File: config.mk
export PLATFORM = sky130hd
export DESIGN_NAME = lfu_cell
export DESIGN_NICKNAME = d
export VERILOG_FILES = /design/src/lfu_pkg.sv /design/src/lfu_cell.sv
export SDC_FILE = /design/constraint.sdc
export NUM_CORES = 1
export LEC_CHECK = 0
export ABC_CLOCK_PERIOD_IN_PS = 5300
export BUFFER_PORTS_ARGS = -buffer_cell sky130_fd_sc_hd__buf_2
export CORE_AREA = 5 5 162 164
export CTS_CLUSTER_DIAMETER = 150
export DETAILED_ROUTE_END_ITERATION = 6
export DIE_AREA = 0 0 167 169
export GPL_TIMING_DRIVEN = 0
export PLACE_DENSITY = 0.75
export SYNTH_ARGS = -nofsm -noshare
export SYNTH_HDL_FRONTEND = slang
export SYNTH_SLANG_ARGS = --single-unit
File: constraint.sdc
create_clock -name clk -period 5.3 [get_ports clk]
set_clock_uncertainty 0.05 [all_clocks]
set_input_delay 1.325 -clock clk [delete_from_list [all_inputs] [get_ports clk]]
set_output_delay 1.325 -clock clk [all_outputs]
set_load 0.02 [all_outputs]
File: src/lfu_pkg.sv
// Shared types and constants for the LFU table with time tiebreak.
// Holds the scan beat and update command structs used by the cells and the top level.
// No dependencies.
package lfu_pkg;

  localparam int SLOTS_DEF = 16;
  localparam int SLOTS_MAX = 256;
  localparam int IDX_W     = $clog2(SLOTS_MAX);
  localparam int USED_W    = $clog2(SLOTS_MAX + 1);

  localparam int KEY_W  = 32;
  localparam int TIME_W = 32;
  localparam int CNT_W  = 16;
  localparam int CAP_W  = 5;
  localparam int FUNC_W = 2;
  localparam int ADDR_W = 3;
  localparam int DATA_W = 32;

  localparam logic [CAP_W-1:0]  CAP_RESET = 5'd16;
  localparam logic [TIME_W-1:0] TIME_MAX  = '1;
  localparam logic [CNT_W-1:0]  CNT_MAX   = '1;

  // Register index, taken from paddr[2].
  localparam logic REG_CAPACITY = 1'b0;

  localparam logic [FUNC_W-1:0] FUNC_INSERT = 2'd0;
  localparam logic [FUNC_W-1:0] FUNC_USE    = 2'd1;
  localparam logic [FUNC_W-1:0] FUNC_REMOVE = 2'd2;

  typedef enum logic [1:0] {
    CMD_NONE,
    CMD_INSERT,
    CMD_USE,
    CMD_REMOVE
  } cmd_op_t;

  typedef enum logic [1:0] {
    ST_IDLE,
    ST_SCAN,
    ST_COMMIT
  } state_t;

  // Running result of one pass along the cell chain.
  typedef struct packed {
    logic                hit;
    logic [IDX_W-1:0]    hit_idx;
    logic                free_ok;
    logic [IDX_W-1:0]    free_idx;
    logic [USED_W-1:0]   used;
    logic                vic_ok;
    logic [IDX_W-1:0]    vic_idx;
    logic [KEY_W-1:0]    vic_key;
    logic [CNT_W-1:0]    vic_cnt;
    logic [TIME_W-1:0]   vic_time;
  } tok_t;

  // Update broadcast to every cell at the end of an operation.
  typedef struct packed {
    cmd_op_t             op;
    logic [IDX_W-1:0]    idx;
    logic [KEY_W-1:0]    key;
    logic [TIME_W-1:0]   stamp;
  } cmd_t;

endpackage

File: src/lfu_cell.sv
// One table slot of the LFU chain: holds an entry and merges it into the passing scan beat.
// Depends on lfu_pkg.
module lfu_cell import lfu_pkg::*; (
  input  logic             clk,
  input  logic             rst_n,
  input  logic [IDX_W-1:0] cell_idx,
  input  logic [KEY_W-1:0] key,
  input  tok_t             tok_i,
  output tok_t             tok_o,
  input  cmd_t             cmd
);

  logic              valid_r;
  logic [KEY_W-1:0]  key_r;
  logic [TIME_W-1:0] ins_r;
  logic [CNT_W-1:0]  cnt_r;
  logic [TIME_W-1:0] fut_r;

  tok_t              tok_r;
  tok_t              tok_nxt;
  logic [TIME_W-1:0] eff_time;
  logic              mine;
  logic [CNT_W-1:0]  cnt_inc;

  // At count zero the insert time breaks ties, otherwise the first-use time.
  assign eff_time = (cnt_r == '0) ? ins_r : fut_r;

  always_comb begin
    tok_nxt = tok_i;
    if (valid_r && key_r == key) begin
      tok_nxt.hit     = 1'b1;
      tok_nxt.hit_idx = cell_idx;
    end
    if (!valid_r && !tok_i.free_ok) begin
      tok_nxt.free_ok  = 1'b1;
      tok_nxt.free_idx = cell_idx;
    end
    if (valid_r) begin
      tok_nxt.used = tok_i.used + USED_W'(1);
    end
    if (valid_r && (!tok_i.vic_ok || cnt_r < tok_i.vic_cnt ||
                    (cnt_r == tok_i.vic_cnt && eff_time < tok_i.vic_time))) begin
      tok_nxt.vic_ok   = 1'b1;
      tok_nxt.vic_idx  = cell_idx;
      tok_nxt.vic_key  = key_r;
      tok_nxt.vic_cnt  = cnt_r;
      tok_nxt.vic_time = eff_time;
    end
  end

  always_ff @(posedge clk) begin
    tok_r <= tok_nxt;
  end

  assign tok_o = tok_r;

  assign mine    = (cmd.idx == cell_idx);
  assign cnt_inc = (cnt_r == CNT_MAX) ? cnt_r : cnt_r + CNT_W'(1);

  always_ff @(posedge clk) begin
    if (!rst_n) begin
      valid_r <= 1'b0;
    end else if (mine && cmd.op == CMD_INSERT) begin
      valid_r <= 1'b1;
    end else if (mine && cmd.op == CMD_REMOVE) begin
      valid_r <= 1'b0;
    end
  end

  always_ff @(posedge clk) begin
    if (mine && cmd.op == CMD_INSERT) begin
      key_r <= cmd.key;
      ins_r <= cmd.stamp;
      cnt_r <= '0;
      fut_r <= '0;
    end else if (mine && cmd.op == CMD_USE) begin
      cnt_r <= cnt_inc;
      if (cnt_r == '0) begin
        fut_r <= cmd.stamp;
      end
    end
  end

endmodule

==> run_results.csv <==
group,metric,value,unit
status,status,"completed",
synth,seq_area_frac_synth,54.1,%
power,seq_power_share,47.5,%
synth,async_flop_share,0,%
synth,synth_compound_area_share,3.61,%
finish,syn_to_final_growth,31.4,%
drt,wire_per_inst,17.9,um
critical_path,path_buf_inv,4,
placement,hpwl,21.2,mm
drt,wl,27.0,mm
placement,dp_cells,1459,
critical_path,endpoint_kind,"flip-flop",
clocking,hold_buffers,0,
floorplan,rows,58,
drt,drtIter0Drc,297,
critical_path,crit_path_top_delay_cell,"a2111oi_0",
synth,synth.distinct_cells,47,
synth,synth_top_area_share,34.2,%
floorplan,dieArea,0.0282,mm2
critical_path,startpoint_type,"flip-flop",
floorplan,start_util,39.1,%
timing,holdWs,0.441,ns
power,p_leak,5.89,nW
timing,slew_headroom,33.7,%
power,switching_share,22.4,%
synth,synth_top_family_by_area,"multiplexers",
placement,io_buffers,347,
global_routing,grtUsageTotal,18.1,%
synth,synth-simple-area-share,7.34,%
critical_path,required,5.64,ns
critical_path,critPathKind,"flip-flop to flip-flop",
synth,muxShareOfSynthArea,19.9,%
clocking,clk_latency,0.52,ns
synth,synth_top_cell_by_area,"dfxtp_1",
global_routing,grt_pass1_vias,7678,
global_routing,antenna_found_initial,6,
critical_path,crit_path_max_incr_delay,0.48,ns
drt,ant_nets,0,
power,p_int,3.04,mW
clocking,cts_buffers,25,
timing,setup_viol,0,
finish,drive_above_1_share,45.7,%
power,power.total,3.92,mW
drt,drc,0,
synth,syn_area_per_cell,12.4,um2
timing,fin_crit_sh,88.7,%
global_routing,grt_pass1_wl,41.1,mm
drt,viasPerCell,4.85,
critical_path,cp_cell_sequence,"inv_1, ha_1, nor4b_2, nand4_1, clkbuf_2, mux2_2, ha_1, nand3_1, nor2_1, nand2_1, a2111oi_0, o211ai_1, a22oi_2, buf_12, buf_2, mux2_2",
worst_hold_path,min_path_type,"flip-flop to flip-flop",
synth,ys.flop_type,"dfxtp_1",
critical_path,cp_top_family,"compound AO/OA/AOI/OAI gates",
timing,finalHoldViolations,0,
synth,syn-instance-count,781,
critical_path,crit_fanout,10,
clocking,path_clk_slew,0.06,ns
critical_path,arrival,5.04,ns
synth,synth-adder-area-share,6.47,%
floorplan,die_height,169,um
timing,worst_pin_slew,0.985,ns
global_routing,grt_max_degree,43,
timing,setup_slack,0.597,ns
placement,place_congestion,0.844,
global_routing,globalRouteOverflowTotal,0,
synth,ys_seq_elements,229,
power,p_comb_share,8.9,%
floorplan,die_x,167,um
timing,rsz0062_at_grt,"no",
finish,fin_nets,1439,
timing,drv_slew,0,
finish,final_cell_count_no_fill,1508,
synth,synth-edff-count,64,
clocking,cts.sinks,229,
floorplan,placeableCoreArea,0.0247,mm2
synth,synth_fp_nets,1063,
clocking,clockBufferDepth,3,
placement,pre_cts_slack,0.0916,ns
clocking,cts_tree,"done",
timing,period_needed,4.70,ns
drt,vias,7312,
synth,syn_area,0.00967,mm2
clocking,clockRootBuffer,"clkbuf_16",
power,switchingPower,0.878,mW
timing,fmax,213,MHz
drt,first_pass_iters,4,
clocking,htree_levels,1,
power,pwr-share-clk,43.5,%
synth,yosys_warnings,0,
synth,synth_xor_area_share,5.26,%
power,p_per_area,309,mW/mm2
floorplan,io_pins,348,
power,ir_worst_vdd,0.000167,V
job,cap_violations,0,
synth,synthTopCellsByArea,"dfxtp_1, edfxtp_1, mux2_2, ha_1, xnor2_1",
timing,setup_tns,0,ns
worst reg2reg max path, stage by stage, from the launching register on:
cell	delay [ns]
dfxtp_1	0.40
inv_1	0.08
ha_1	0.20
nor4b_2	0.15
nand4_1	0.32
clkbuf_2	0.38
mux2_2	0.42
ha_1	0.35
nand3_1	0.14
nor2_1	0.17
nand2_1	0.10
a2111oi_0	0.48
o211ai_1	0.24
a22oi_2	0.23
buf_12	0.15
buf_2	0.32
mux2_2	0.41
power groups by stage:
stage	clock network, mW	registers, mW	logic, mW
floorplan	0	1.97	0.109
global placement	0	1.90	0.342
detailed placement	0	1.90	0.349
CTS	1.76	1.87	0.352
global route	1.84	1.87	0.379
finish	1.71	1.87	0.349
worst paths after layout:
check                                from         to  slack, ns  depth (start not counted)
worst min register to register  fut_r[21]  fut_r[21]       0.44                          2
worst min-delay path            fut_r[21]  fut_r[21]       0.44                          2
worst max register to register   cnt_r[0]  tok_o[32]       0.60                         16
worst max-delay path             cnt_r[0]  tok_o[32]       0.60                         16
stage by stage:
| stage | area [um2] | util [%] |
|---|---|---|
| 6_report | 12700 | 51.3 |
| 2_1_floorplan | 9670 | - |
| 3_5_place_dp | 11800 | 47.9 |
| 4_1_cts | 12700 | 51.2 |
| 5_1_grt | 12700 | 51.3 |
| 3_3_place_gp | 11800 | 47.7 |
cell type report:
class,instances,area [um2]
Fill cell,2228,12000
Sequential cell,229,5230
Multi-Input combinational cell,474,4110
Timing Repair Buffer,349,1780
Clock buffer,42,802
Tap cell,330,413
Inverter,54,203
Buffer,24,130
Clock inverter,4,23.8
Antenna cell,2,5.00
flip-flops by register name, summed over array words and instances (netlist names):
name     flops
valid_r      1
cnt_r       16
key_r       32
ins_r       32
fut_r       32
tok_o      116
metal layers:
metal | up-vias | global-route usage, % | routed length (um)
met5 | - | 0 | 45
met4 | 8 | 4.98 | 588
met3 | 54 | 4.32 | 1760
met2 | 269 | 32.1 | 13600
met1 | 3448 | 22.1 | 11100
li1 | 3533 | - | -
Yosys cell counts, drive strengths merged (2+ instances only):
master,n
edfxtp,64
inv,54
nand3,7
nor2,56
or3,5
nor2b,2
a21oi,17
and3,6
clkbuf,11
buf,13
xnor2,44
nand2,22
nand2b,3
mux2,133
and4,2
a21o,4
a211oi,5
ha,50
xor2,14
nor3,5
o21ai,10
o211ai,3
mux2i,36
nor4,6
a311oi,2
dfxtp,165
nand4,25
logic make-up (layout without fill, tap and decap cells):
kind of cell	count (synthesis)	after routing
flops	229	229
mux	169	169
simple gates	144	144
buf+inv	78	473
xor+xnor	58	58
compound gates	53	53
fa+ha+maj	50	50
other cells	0	2
what timing repair did:
item                       CTS  global route
setup endpoints to repair    0            88
gates resized for setup      0             4
setup buffers                0             1
layout by cell type (no fill, tap or decap), drive strengths merged, types with 2 or more instances in the layout:
cell / netlist / layout
and4: 2 / 2
ha: 50 / 50
o21ai: 10 / 10
xor2: 14 / 14
nor2: 56 / 56
diode: 0 / 2
inv: 54 / 55
nor2b: 2 / 2
or3: 5 / 5
o211ai: 3 / 3
xnor2: 44 / 44
clkinv: 0 / 3
mux2i: 36 / 36
a21o: 4 / 4
edfxtp: 64 / 64
clkbuf: 11 / 53
buf: 13 / 362
a211oi: 5 / 5
dfxtp: 165 / 165
nand2: 22 / 22
nor3: 5 / 5
a311oi: 2 / 2
mux2: 133 / 133
and3: 6 / 6
nand2b: 3 / 3
nand4: 25 / 25
nor4: 6 / 6
a21oi: 17 / 17
nand3: 7 / 7
Note: power is estimated with default switching activity, not from simulation.
